File: src/rtl/c_escape_sequence_decoder_unit_assert.svh
// Assertion macros for the escape sequence decoder.
`ifndef C_ESCAPE_SEQUENCE_DECODER_UNIT_ASSERT_SVH
`define C_ESCAPE_SEQUENCE_DECODER_UNIT_ASSERT_SVH

`ifndef SYNTHESIS
`define CESD_ASSERT(lbl, prop, msg) \
  lbl: assert property (@(posedge clk_i) disable iff (!rst_ni) prop) else $error(msg);
`define CESD_ASSERT_ALWAYS(lbl, prop, msg) \
  lbl: assert property (@(posedge clk_i) prop) else $error(msg);
`else
`define CESD_ASSERT(lbl, prop, msg)
`define CESD_ASSERT_ALWAYS(lbl, prop, msg)
`endif

`endif

File: src/rtl/cesd_pkg.sv
// Types, character codes and helper functions for the escape sequence decoder.
package cesd_pkg;

  localparam logic [7:0] CH_BSLASH = 8'h5C;
  localparam logic [7:0] CH_X      = 8'h78;
  localparam logic [7:0] CH_N      = 8'h6E;
  localparam logic [7:0] CH_T      = 8'h74;
  localparam logic [7:0] CH_V      = 8'h76;
  localparam logic [7:0] CH_B      = 8'h62;
  localparam logic [7:0] CH_R      = 8'h72;
  localparam logic [7:0] CH_F      = 8'h66;
  localparam logic [7:0] CH_A      = 8'h61;
  localparam logic [7:0] CH_0      = 8'h30;
  localparam logic [7:0] CH_7      = 8'h37;
  localparam logic [7:0] CH_9      = 8'h39;
  localparam logic [7:0] CH_LA     = 8'h61;
  localparam logic [7:0] CH_LF     = 8'h66;
  localparam logic [7:0] CH_UA     = 8'h41;
  localparam logic [7:0] CH_UF     = 8'h46;

  typedef enum logic [3:0] {
    MODE_IDLE = 4'b0001,
    MODE_ESC  = 4'b0010,
    MODE_OCT  = 4'b0100,
    MODE_HEX  = 4'b1000
  } mode_e;

  typedef struct packed {
    mode_e       mode;
    logic [7:0]  acc;
    logic [1:0]  cnt;
  } state_t;

  localparam state_t STATE_CLEAR = '{mode: MODE_IDLE, acc: 8'h00, cnt: 2'd0};

  typedef struct packed {
    logic [7:0] data;
    logic       last;
  } res_t;

  typedef struct packed {
    state_t      nxt;
    logic [1:0]  num;
    res_t        r0;
    res_t        r1;
  } dec_out_t;

  // Control byte for a single-letter escape; anything else maps to itself.
  function automatic logic [7:0] esc_map(input logic [7:0] b);
    logic [7:0] c;
    case (b)
      CH_N:    c = 8'h0A;
      CH_T:    c = 8'h09;
      CH_V:    c = 8'h0B;
      CH_B:    c = 8'h08;
      CH_R:    c = 8'h0D;
      CH_F:    c = 8'h0C;
      CH_A:    c = 8'h07;
      default: c = b;
    endcase
    return c;
  endfunction

  // {valid, value} of a hex digit.
  function automatic logic [4:0] hex_val(input logic [7:0] b);
    logic [4:0] h;
    if (b >= CH_0 && b <= CH_9) begin
      h = {1'b1, b[3:0]};
    end else if ((b >= CH_LA && b <= CH_LF) || (b >= CH_UA && b <= CH_UF)) begin
      h = {1'b1, b[3:0] + 4'd9};
    end else begin
      h = 5'd0;
    end
    return h;
  endfunction

endpackage

File: src/rtl/cesd_decode.sv
// Next-state and result logic for one raw byte.
module cesd_decode
  import cesd_pkg::*;
(
  input  state_t     state_i,
  input  logic [7:0] byte_i,
  input  logic       eos_i,
  output dec_out_t   dec_o
);

  logic       is_oct;
  logic       esc_start;
  logic [4:0] hv;
  logic [7:0] oct_acc;
  logic [1:0] oct_cnt;
  logic [7:0] hex_acc;

  assign is_oct    = (byte_i >= CH_0) && (byte_i <= CH_7);
  assign esc_start = (byte_i == CH_BSLASH) && !eos_i;
  assign hv        = hex_val(byte_i);
  assign oct_acc   = {state_i.acc[4:0], byte_i[2:0]};
  assign oct_cnt   = state_i.cnt + 2'd1;
  assign hex_acc   = {state_i.acc[3:0], hv[3:0]};

  always_comb begin
    dec_o     = '0;
    dec_o.nxt = state_i;
    unique case (state_i.mode)
      MODE_IDLE: begin
        if (esc_start) begin
          dec_o.nxt.mode = MODE_ESC;
        end else begin
          dec_o.num = 2'd1;
          dec_o.r0  = '{data: byte_i, last: eos_i};
          dec_o.nxt = STATE_CLEAR;
        end
      end
      MODE_ESC: begin
        if (byte_i == CH_X) begin
          if (eos_i) begin
            dec_o.num = 2'd1;
            dec_o.r0  = '{data: CH_X, last: 1'b1};
            dec_o.nxt = STATE_CLEAR;
          end else begin
            dec_o.nxt = '{mode: MODE_HEX, acc: 8'h00, cnt: 2'd0};
          end
        end else if (is_oct) begin
          if (eos_i) begin
            dec_o.num = 2'd1;
            dec_o.r0  = '{data: {5'd0, byte_i[2:0]}, last: 1'b1};
            dec_o.nxt = STATE_CLEAR;
          end else begin
            dec_o.nxt = '{mode: MODE_OCT, acc: {5'd0, byte_i[2:0]}, cnt: 2'd1};
          end
        end else begin
          dec_o.num = 2'd1;
          dec_o.r0  = '{data: esc_map(byte_i), last: eos_i};
          dec_o.nxt = STATE_CLEAR;
        end
      end
      MODE_OCT: begin
        if (is_oct) begin
          // third digit (or count wrap, or string end) closes the escape
          if (oct_cnt == 2'd3 || oct_cnt == 2'd0 || eos_i) begin
            dec_o.num = 2'd1;
            dec_o.r0  = '{data: oct_acc, last: eos_i};
            dec_o.nxt = STATE_CLEAR;
          end else begin
            dec_o.nxt = '{mode: MODE_OCT, acc: oct_acc, cnt: oct_cnt};
          end
        end else begin
          // flush pending value, then treat the byte as plain or as a new escape start
          dec_o.r0 = '{data: state_i.acc, last: 1'b0};
          if (esc_start) begin
            dec_o.num = 2'd1;
            dec_o.nxt = '{mode: MODE_ESC, acc: 8'h00, cnt: 2'd0};
          end else begin
            dec_o.num = 2'd2;
            dec_o.r1  = '{data: byte_i, last: eos_i};
            dec_o.nxt = STATE_CLEAR;
          end
        end
      end
      MODE_HEX: begin
        if (hv[4]) begin
          if (eos_i) begin
            dec_o.num = 2'd1;
            dec_o.r0  = '{data: hex_acc, last: 1'b1};
            dec_o.nxt = STATE_CLEAR;
          end else begin
            dec_o.nxt = '{mode: MODE_HEX, acc: hex_acc, cnt: 2'd1};
          end
        end else begin
          // flush the pending value; with no digits seen yet, the 'x' stands for itself
          dec_o.r0 = '{data: (state_i.cnt != 2'd0) ? state_i.acc : CH_X, last: 1'b0};
          if (esc_start) begin
            dec_o.num = 2'd1;
            dec_o.nxt = '{mode: MODE_ESC, acc: 8'h00, cnt: 2'd0};
          end else begin
            dec_o.num = 2'd2;
            dec_o.r1  = '{data: byte_i, last: eos_i};
            dec_o.nxt = STATE_CLEAR;
          end
        end
      end
      default: begin
        dec_o.nxt = STATE_CLEAR;
      end
    endcase
  end

endmodule

File: src/rtl/c_escape_sequence_decoder_unit.sv
// Each accepted byte is registered in the input stage; its results are then queued for output.
// Throughput: one input byte per cycle while the result queue has room for its results; a byte
// that yields two results (a flushed octal/hex value plus the byte itself) needs an empty
// two-entry queue. Bytes that yield no result (backslash, escape digits) add no queue entry.
// Reset (rst_ni low, asynchronous) clears the input stage, the result queue and the
// parse state to idle.
module c_escape_sequence_decoder_unit
  import cesd_pkg::*;
(
  input  logic       clk_i,
  input  logic       rst_ni,
  input  logic       s_axis_tvalid_i,
  output logic       s_axis_tready_o,
  input  logic [7:0] s_axis_tdata_i,   // [7:0] in_byte
  input  logic       s_axis_tlast_i,   // end_of_string
  output logic       m_axis_tvalid_o,
  input  logic       m_axis_tready_i,
  output logic [7:0] m_axis_tdata_o,   // [7:0] out_byte
  output logic       m_axis_tlast_o    // string_done
);

  logic       in_vld_q, in_vld_d;
  logic [7:0] in_byte_q;
  logic       in_eos_q;
  state_t     state_q, state_d;
  res_t       ent_q [2];
  res_t       ent_d [2];
  logic [1:0] cnt_q, cnt_d;

  dec_out_t   dec;
  logic       pop;
  logic       consume;
  logic [1:0] cnt_ap;
  logic [2:0] fill;

  cesd_decode u_decode (
    .state_i (state_q),
    .byte_i  (in_byte_q),
    .eos_i   (in_eos_q),
    .dec_o   (dec)
  );

  assign pop     = m_axis_tvalid_o && m_axis_tready_i;
  assign cnt_ap  = cnt_q - {1'b0, pop};
  assign fill    = {1'b0, cnt_ap} + {1'b0, dec.num};
  assign consume = in_vld_q && (fill <= 3'd2);

  assign s_axis_tready_o = !in_vld_q || consume;
  assign in_vld_d        = s_axis_tvalid_i ? 1'b1 : (in_vld_q && !consume);

  assign m_axis_tvalid_o = (cnt_q != 2'd0);
  assign m_axis_tdata_o  = ent_q[0].data;
  assign m_axis_tlast_o  = ent_q[0].last;

  assign state_d = consume ? dec.nxt : state_q;

  always_comb begin
    ent_d[0] = pop ? ent_q[1] : ent_q[0];
    ent_d[1] = ent_q[1];
    cnt_d    = cnt_ap;
    if (consume) begin
      if (cnt_ap == 2'd0) begin
        ent_d[0] = dec.r0;
        ent_d[1] = dec.r1;
      end else if (cnt_ap == 2'd1) begin
        ent_d[1] = dec.r0;
      end
      cnt_d = fill[1:0];
    end
  end

  always_ff @(posedge clk_i or negedge rst_ni) begin
    if (!rst_ni) begin
      in_vld_q <= 1'b0;
      state_q  <= STATE_CLEAR;
      cnt_q    <= 2'd0;
    end else begin
      in_vld_q <= in_vld_d;
      state_q  <= state_d;
      cnt_q    <= cnt_d;
    end
  end

  always_ff @(posedge clk_i) begin
    if (s_axis_tready_o) begin
      in_byte_q <= s_axis_tdata_i;
      in_eos_q  <= s_axis_tlast_i;
    end
    ent_q[0] <= ent_d[0];
    ent_q[1] <= ent_d[1];
  end

`include "c_escape_sequence_decoder_unit_assert.svh"

  `CESD_ASSERT(a_cnt_max, cnt_q <= 2'd2, "result queue overfilled")
  `CESD_ASSERT(a_idle_clear,
    (state_q.mode == MODE_IDLE) |-> (state_q.acc == 8'h00 && state_q.cnt == 2'd0),
    "idle state holds stale value")
  `CESD_ASSERT(a_eos_idle, (consume && in_eos_q) |=> (state_q == STATE_CLEAR),
    "string end left escape pending")
  `CESD_ASSERT(a_two_res_room, (consume && dec.num == 2'd2) |-> (cnt_ap == 2'd0),
    "two results taken without room")
  `CESD_ASSERT(a_stall_hold,
    (in_vld_q && !consume) |=> (in_vld_q && $stable(in_byte_q) && $stable(state_q)),
    "stalled byte lost")

endmodule
File: config.mk
export PLATFORM = sky130hd
export DESIGN_NAME = c_escape_sequence_decoder_unit
export DESIGN_NICKNAME = d
export VERILOG_FILES = /design/src/rtl/cesd_pkg.sv /design/src/rtl/cesd_decode.sv /design/src/rtl/c_escape_sequence_decoder_unit.sv
export VERILOG_INCLUDE_DIRS = /design/src /design/src/rtl
export SDC_FILE = /design/constraint.sdc
export NUM_CORES = 1
export LEC_CHECK = 0
export BUFFER_PORTS_ARGS = -buffer_cell sky130_fd_sc_hd__buf_4
export CORE_UTILIZATION = 29
export DETAILED_ROUTE_END_ITERATION = 12
export PLACE_DENSITY = 0.55
export SETUP_SLACK_MARGIN = 0.4
export SYNTH_ARGS = -nofsm -noshare
export SYNTH_HDL_FRONTEND = slang
export SYNTH_SLANG_ARGS = --single-unit
File: constraint.sdc
create_clock -name clk_i -period 4.4 [get_ports clk_i]
set_input_delay 0.44 -clock clk_i [delete_from_list [all_inputs] [get_ports clk_i]]
set_output_delay 0.44 -clock clk_i [all_outputs]
set_load 0.03 [all_outputs]
== Word level (Yosys, flattened, before mapping) ==
Memory sizes are Yosys's and may differ from the RTL's.
Cells that the tools add are included.

* Logic and storage cells: 88
* Bits in writable memories: 18
* Output and inout bits: 11
* Input bits: 13
* Flip-flop bits (word level): 26
* Memories kept: 1

{| class="wikitable"
|+ Memories
! name !! words !! bits a word !! read ports !! clocked after Yosys merged registers in !! wr ports !! line !! RTL
|-
| ent_q || 2 || 9 || 2 || 0 || 2 || c_escape_sequence_decoder_unit.sv:26 || <nowiki>res_t ent_q [2];</nowiki>
|}

* Mux-type cells: 32
* Add/sub/neg operators: 4
* Equal/unequal tests: 16
* Reduce and logical (&&, ||, !) cells: 20
* Order comparisons: 8

{| class="wikitable"
|+ Operator list
! operator !! number
|-
| $mux W25 || 3
|-
| $eq A8 B7 Y1 const B || 9
|-
| $mux W9 || 7
|-
| $pmux W14 S4 || 1
|-
| $pmux W8 S7 || 1
|-
| $pmux W11 S4 || 1
|-
| $mux W14 || 3
|-
| $mux W10 || 4
|-
| $mux W13 || 2
|-
| $mux W24 || 1
|-
| $mux W21 || 1
|-
| $mux W18 || 1
|-
| $pmux W9 S2 || 1
|-
| $ge A8 B7 Y1 const B || 2
|-
| $le A8 B6 Y1 const B || 2
|-
| $le A8 B7 Y1 const B || 2
|-
| $mux W5 || 2
|-
| $ge A8 B6 Y1 const B || 1
|-
| $logic_and A1 B1 Y1 || 8
|-
| $mux W8 || 1
|-
| $add A4 B4 Y4 const B || 1
|-
| $eq A4 B1 Y1 const B || 1
|-
| $eq A4 B2 Y1 const B || 1
|-
| $eq A4 B3 Y1 const B || 1
|-
| 15 further kinds || 23
|}

== Logic depth before layout (Yosys ltp) ==
* Depth after elaboration: 14
* Gate-level depth with buffers: 19
* Mapped depth without buffers: 16

== Cells and area by module ==
From an unflattened synthesis, not the netlist that was laid out.

* Cell total of the unflattened synthesis: 338
* Area total of the unflattened synthesis: 3039.2 um^2

{| class="wikitable"
|+ Modules (own cells, without submodules)
! module !! area an instance (um^2) !! instances !! cells an instance !! sequential area each (um^2)
|-
| c_escape_sequence_decoder_unit || 1855.5 || 1 || 149 || 1147.4
|-
| cesd_decode || 1183.6 || 1 || 189 || 0.0
|}

== Worst setup path after synthesis ==
OpenSTA, ideal clock, no wires.

* Path type: reg-to-reg
* From: register in_byte_q[0]
* To: register state_q[7] (netlist bit)
* Arrival time: 3.833 ns
* Period minus slack after synthesis: 3.960 ns
* Buffers on the path: 3
* Setup time: 0.127 ns
* Required time: 4.273 ns
* Path slack: 0.440 ns
* Cell stages (with the launch flop): 20
* Cell sequence: edfxtp_1 > buf_2 > inv_1 > ha_1 > clkbuf_1 > nor2b_1 > o311a_1 > buf_6 > nor2_1 > o21ai_0 > a21oi_1 > nand2_1 > ha_1 > inv_1 > fa_1 > o211ai_1 > a21o_1 > and3b_1 > a222oi_1 > inv_1

* Cells in the longest elaborated chain, start to end: 11
* Elaborated cells between the ends (all ways): 30
* Those cells by class: add/sub: 1; order compare: 8; eq/ne: 3; mux: 10; reduce/logical: 8

{| class="wikitable"
|+ RTL lines
! element !! line !! RTL
|-
| start: declaration || c_escape_sequence_decoder_unit.sv:23 || <nowiki>logic [7:0] in_byte_q;</nowiki>
|-
| start signal: assignment || c_escape_sequence_decoder_unit.sv:86 || <nowiki>in_byte_q <= s_axis_tdata_i;</nowiki>
|-
| $ge A8 B7 Y1 or $le A8 B7 Y1 (tied branches) || cesd_pkg.sv:69 || <nowiki>end else if ((b >= CH_LA && b <= CH_LF) || (b >= CH_UA && b <= CH_UF)) begin</nowiki>
|-
| $logic_and A1 B1 Y1 || cesd_pkg.sv:69 ||
|-
| $logic_or A1 B1 Y1 || cesd_pkg.sv:69 ||
|-
| $mux W5 || cesd_pkg.sv:69 ||
|-
| $mux W5 || cesd_pkg.sv:67 || <nowiki>if (b >= CH_0 && b <= CH_9) begin</nowiki>
|-
| $mux W25 || cesd_decode.sv:85 || <nowiki>if (hv[4]) begin</nowiki>
|-
| $pmux W11 S4 || cesd_decode.sv:28 || <nowiki>unique case (state_i.mode)</nowiki>
|-
| $add A2 B2 Y3 || c_escape_sequence_decoder_unit.sv:45 || <nowiki>assign fill = {1'b0, cnt_ap} + {1'b0, dec.num};</nowiki>
|-
| $le A3 B2 Y1 || c_escape_sequence_decoder_unit.sv:46 || <nowiki>assign consume = in_vld_q && (fill <= 3'd2);</nowiki>
|-
| $logic_and A1 B1 Y1 || c_escape_sequence_decoder_unit.sv:46 ||
|-
| $reduce_and A2 Y1 (no source line) || - ||
|-
| end signal: assignment || c_escape_sequence_decoder_unit.sv:79 || <nowiki>state_q <= state_d;</nowiki>
|-
| end: declaration || c_escape_sequence_decoder_unit.sv:25 || <nowiki>state_t state_q, state_d;</nowiki>
|}

Parallel ways exist; a longest one is shown, timed or not. The select of a mux whose other input is x is not followed.
A chain may end at the register's enable or synchronous reset.

== Worst setup path in the final report ==
* From: register in_byte_q[0]
* To: register state_q[4] (netlist bit)

Same word-level chain as after synthesis.

==> impl_metrics.prom <==
# TYPE chip_impl_metric gauge
chip_impl_metric{name="synthArstFlopShare",unit=""} 0.386
chip_impl_info{name="synthFlopType",value="sky130_fd_sc_hd__edfxtp_1"} 1
chip_impl_metric{name="syn_area_per_cell",unit="µm²"} 9.44
chip_impl_metric{name="fin_crit_sh",unit=""} 0.871
chip_impl_metric{name="final-setup-viol-count",unit=""} 0
chip_impl_metric{name="ys.warnings.count",unit=""} 0
chip_impl_info{name="synth_most_common_cell",value="sky130_fd_sc_hd__nand2_1"} 1
chip_impl_metric{name="die-area",unit="µm²"} 12200
chip_impl_metric{name="fillers",unit=""} 1151
chip_impl_metric{name="drive_gt1_frac",unit=""} 0.265
chip_impl_metric{name="first_pass_grt_wire_length",unit="mm"} 15.5
chip_impl_metric{name="floorplan.initialDensity",unit=""} 0.298
chip_impl_metric{name="time_the_worst_path_needs_with_i_o_delays_and_setup",unit="ns"} 3.83
chip_impl_info{name="cts_tree",value="yes"} 1
chip_impl_metric{name="final.setup_skew",unit="ns"} 0.00852
chip_impl_metric{name="worstPathArrival",unit="ns"} 4.01
chip_impl_metric{name="mappedNetlistNets",unit=""} 383
chip_impl_metric{name="reported_leakage_power",unit="µW"} 0.00152
chip_impl_metric{name="finish.cell_count_without_fillers",unit=""} 528
chip_impl_metric{name="parity_gate_share_of_the_synthesized_area_counting_xor_and_xnor_cells",unit=""} 0.0154
chip_impl_metric{name="antenna_cells",unit=""} 0
chip_impl_info{name="synthTopCellsByArea",value="sky130_fd_sc_hd__edfxtp_1, sky130_fd_sc_hd__dfrtp_1, sky130_fd_sc_hd__dfxtp_1"} 1
chip_impl_metric{name="routedWlPerCell",unit="µm"} 18.3
chip_impl_info{name="synthDominantAreaCellType",value="sky130_fd_sc_hd__edfxtp_1"} 1
chip_impl_metric{name="drtAntennaViolNets",unit=""} 0
chip_impl_metric{name="gr-usage-all-layers",unit=""} 0.160
chip_impl_metric{name="post_synthesis_mux_area_share",unit=""} 0.0154
chip_impl_metric{name="route.vias.total",unit=""} 2947
chip_impl_info{name="synthTopCellsByCount",value="sky130_fd_sc_hd__nand2_1, sky130_fd_sc_hd__a21oi_1, sky130_fd_sc_hd__edfxtp_1"} 1
chip_impl_metric{name="critPathRequiredTime",unit="ns"} 4.57
chip_impl_metric{name="fmax",unit="MHz"} 261
chip_impl_metric{name="drt-vias-per-instance",unit=""} 5.58
chip_impl_metric{name="clock_tree.buffer_depth",unit=""} 2
chip_impl_metric{name="postRouteWirelength",unit="mm"} 9.67
chip_impl_metric{name="netlist-cell-type-count",unit=""} 86
chip_impl_metric{name="finalHoldWorstSlack",unit="ns"} 0.00550
chip_impl_metric{name="first_global_vias",unit=""} 2840
chip_impl_metric{name="synth-simple-area-share",unit=""} 0.227
chip_impl_info{name="grt_setup_unrepaired",value="false"} 1
chip_impl_metric{name="ctsHtreeMaxLevel",unit=""} 2
chip_impl_info{name="library_cell_contributing_the_largest_single_delay_on_the_critical_path",value="sky130_fd_sc_hd__edfxtp_1"} 1
chip_impl_info{name="worstPathCellList",value="inv_2 > ha_4 > or3b_4 > o311a_4 > nor2_4 > o21ai_0 > a21oi_1 > nand2_1 > ha_1 > inv_1 > fa_1 > o211ai_1 > a21o_1 > buf_6 > nand3b_1 > nor2_1 > a221o_1"} 1
chip_impl_metric{name="synthCells",unit=""} 362
chip_impl_metric{name="remaining_max_slew_budget_at_the_tightest_pin",unit=""} 0.536
chip_impl_metric{name="drc",unit=""} 0
chip_impl_metric{name="top_cell_type_s_share_of_synthesized_area",unit=""} 0.158
chip_impl_metric{name="number_of_buffers_added_by_the_clock_tree_synthesis_step",unit=""} 5
chip_impl_metric{name="tightestPinTransition",unit="ns"} 0.694
chip_impl_metric{name="largest_net_degree_at_the_start_of_global_routing",unit=""} 19
chip_impl_metric{name="longest_individual_stage_delay_on_the_worst_path",unit="ns"} 0.46
chip_impl_metric{name="gp_routability_congestion",unit=""} 0.882
chip_impl_info{name="outcome",value="finished, final reports clean"} 1
chip_impl_info{name="clockRootBuffer",value="sky130_fd_sc_hd__clkbuf_16"} 1
chip_impl_metric{name="io_pins",unit=""} 24
chip_impl_metric{name="power-per-cell-area",unit="nW/µm²"} 767
chip_impl_info{name="dominant_combinational_cell_family_by_area_after_synthesis",value="compound AO/OA/AOI/OAI gates"} 1
chip_impl_metric{name="floorplan.core_area",unit="µm²"} 11500
chip_impl_metric{name="dp.cells",unit=""} 516
chip_impl_metric{name="synth_fa_ha_area_frac",unit=""} 0.0315
chip_impl_metric{name="drt_first_pass_iters",unit=""} 4
chip_impl_metric{name="areaGrowthSynthToFinish",unit="%"} 15.9
chip_impl_metric{name="synth_enable_flop_cells",unit=""} 18
chip_impl_metric{name="synth-compound-area-share",unit=""} 0.294
chip_impl_metric{name="synth.cell_area",unit="µm²"} 3420
chip_impl_metric{name="row_count",unit=""} 39
chip_impl_info{name="path_class",value="reg2reg"} 1
chip_impl_metric{name="path_max_fanout",unit=""} 15
chip_impl_metric{name="final_max_slew_viol_count",unit=""} 0
chip_impl_metric{name="worst_ir_drop_vdd",unit="µV"} 405
chip_impl_metric{name="post-dp-hpwl",unit="mm"} 7.33
chip_impl_info{name="critPathLaunchType",value="register"} 1
chip_impl_metric{name="antenna_found_initial",unit=""} 0
chip_impl_metric{name="global_route.overflow_total",unit=""} 0
chip_impl_metric{name="timing.final.hold_violations",unit=""} 0
chip_impl_metric{name="max_cap_violations",unit=""} 0
chip_impl_info{name="hp-class",value="in2async"} 1
chip_impl_metric{name="io_buffer_count",unit=""} 23
chip_impl_metric{name="cts.clk_slew.worst_paths",unit="ns"} 0.07
chip_impl_metric{name="clock_latency",unit="ns"} 0.29
chip_impl_metric{name="numClockSinks",unit=""} 44
chip_impl_info{name="end_kind",value="register"} 1
chip_impl_metric{name="synth-seq-area-share",unit=""} 0.336
chip_impl_metric{name="die_h",unit="µm"} 111
chip_impl_metric{name="synth-seq-cells",unit=""} 44
chip_impl_metric{name="dr.first_iter.drc_count",unit=""} 239
chip_impl_metric{name="setup-tns-final",unit="ns"} 0
chip_impl_metric{name="die-width",unit="µm"} 111
chip_impl_metric{name="nNetsFinal",unit=""} 405
power breakdown:
group / switching (µW) / internal, µW / leakage (µW)
combinational: 1130 / 740 / 0.000980
sequential: 141 / 660 / 0.000480
clock: 157 / 209 / 0.0000645
total: 1430 / 1610 / 0.00152
critical path: cells and delay by family, from the launching register on:
family,cells,cell delay [ns]
DFF,1,0.46
buffers and inverters,3,0.42
AOI/OAI and AO/OA,6,1.16
adders and majority gates,3,0.79
and+or+nand+nor,5,0.87
cells by family after synthesis:
logic type                 after synthesis
AOI/OAI and AO/OA                      132
and+or+nand+nor                        115
buffers and inverters                   52
DFF                                     44
adders and majority gates                8
xor gates and xnor gates                 6
muxes                                    5
final timing paths:
check | from | to | slack, ns | cells after the start
max in group asynchronous | rst_ni | state_q[10] | 4.14 | 1
max | in_byte_q[0] | state_q[4] | 0.57 | 17
min in group clk_i | s_axis_tdata_i[7] | in_byte_q[7] | 0.32 | 1
min reg2reg | state_q[1] | state_q[1] | 0.51 | 1
max reg2reg | in_byte_q[0] | state_q[4] | 0.57 | 17
min | rst_ni | cnt_q[0] | 0.006 | 1
per-stage QoR:
stage / cell area [µm²] / utilization / setup slack (ns) / power (µW)
3_5_place_dp: 3730 / 0.325 / 0.282 / 2560
6_report: 3960 / 0.345 / 0.567 / 3040
5_1_grt: 3960 / 0.345 / 0.389 / 3240
3_3_place_gp: 3730 / 0.325 / 0.325 / 2540
4_1_cts: 3880 / 0.338 / 0.400 / 2940
2_1_floorplan: 3420 / - / 0.440 / 2060
what timing repair did:
item | 4_1_cts | 5_1_grt
buffers inserted | 0 | 4
resized for setup | 3 | 12
hold buffers | 0 | 0
endpoints found under the setup margin | 15 | 28
pin swaps | 0 | 4
cell usage in the layout (no fill, tap or decap), drive strengths merged, types with 3 or more instances in the layout:
master   synthesis  layout
a2111oi          3       3
a211oi           9       9
a21o             3       3
a21oi           30      30
a221oi           3       3
a222oi           4       4
a22o             3       3
a31oi            5       5
and2             9       9
buf             24      50
clkbuf          11       6
dfrtp           16      16
dfxtp            9       9
edfxtp          18      18
ha               7       7
inv             15      15
mux2i            3       3
nand2           32      32
nand3            7       7
nand4bb          3       3
nor2            17      17
nor2b            4       4
nor3             5       5
nor3b            5       5
nor4             3       3
nor4b            6       6
o211a            3       3
o211ai           8       8
o21a             5       5
o21ai           24      24
o31ai            4       4
or4b             3       3
xnor2            4       4
per-layer routing:
metal / global-route usage / up-vias / routed length [µm]
met5: 0 / - / 0
met3: 0.0269 / 22 / 519
met1: 0.218 / 1405 / 4470
met4: 0.0551 / 0 / 240
li1: - / 1420 / -
met2: 0.256 / 100 / 4440
registers in the layout (all words and copies together), names as in the netlist:
register,cells
ent_q,18
state_q,14
in_byte_q,8
cnt_q,2
in_eos_q,1
in_vld_q,1
area by class of cell:
cell class	instances	area (µm²)	share of cell area
multi-input combinational	266	2050	0.517
sequential	44	1150	0.290
timing repair buffer	50	379	0.0957
tap	143	179	0.0452
clock buffer	6	129	0.0325
inverter	17	67.6	0.0171
clock inverter	2	11.3	0.00284
(Power assumes the default switching activity.)
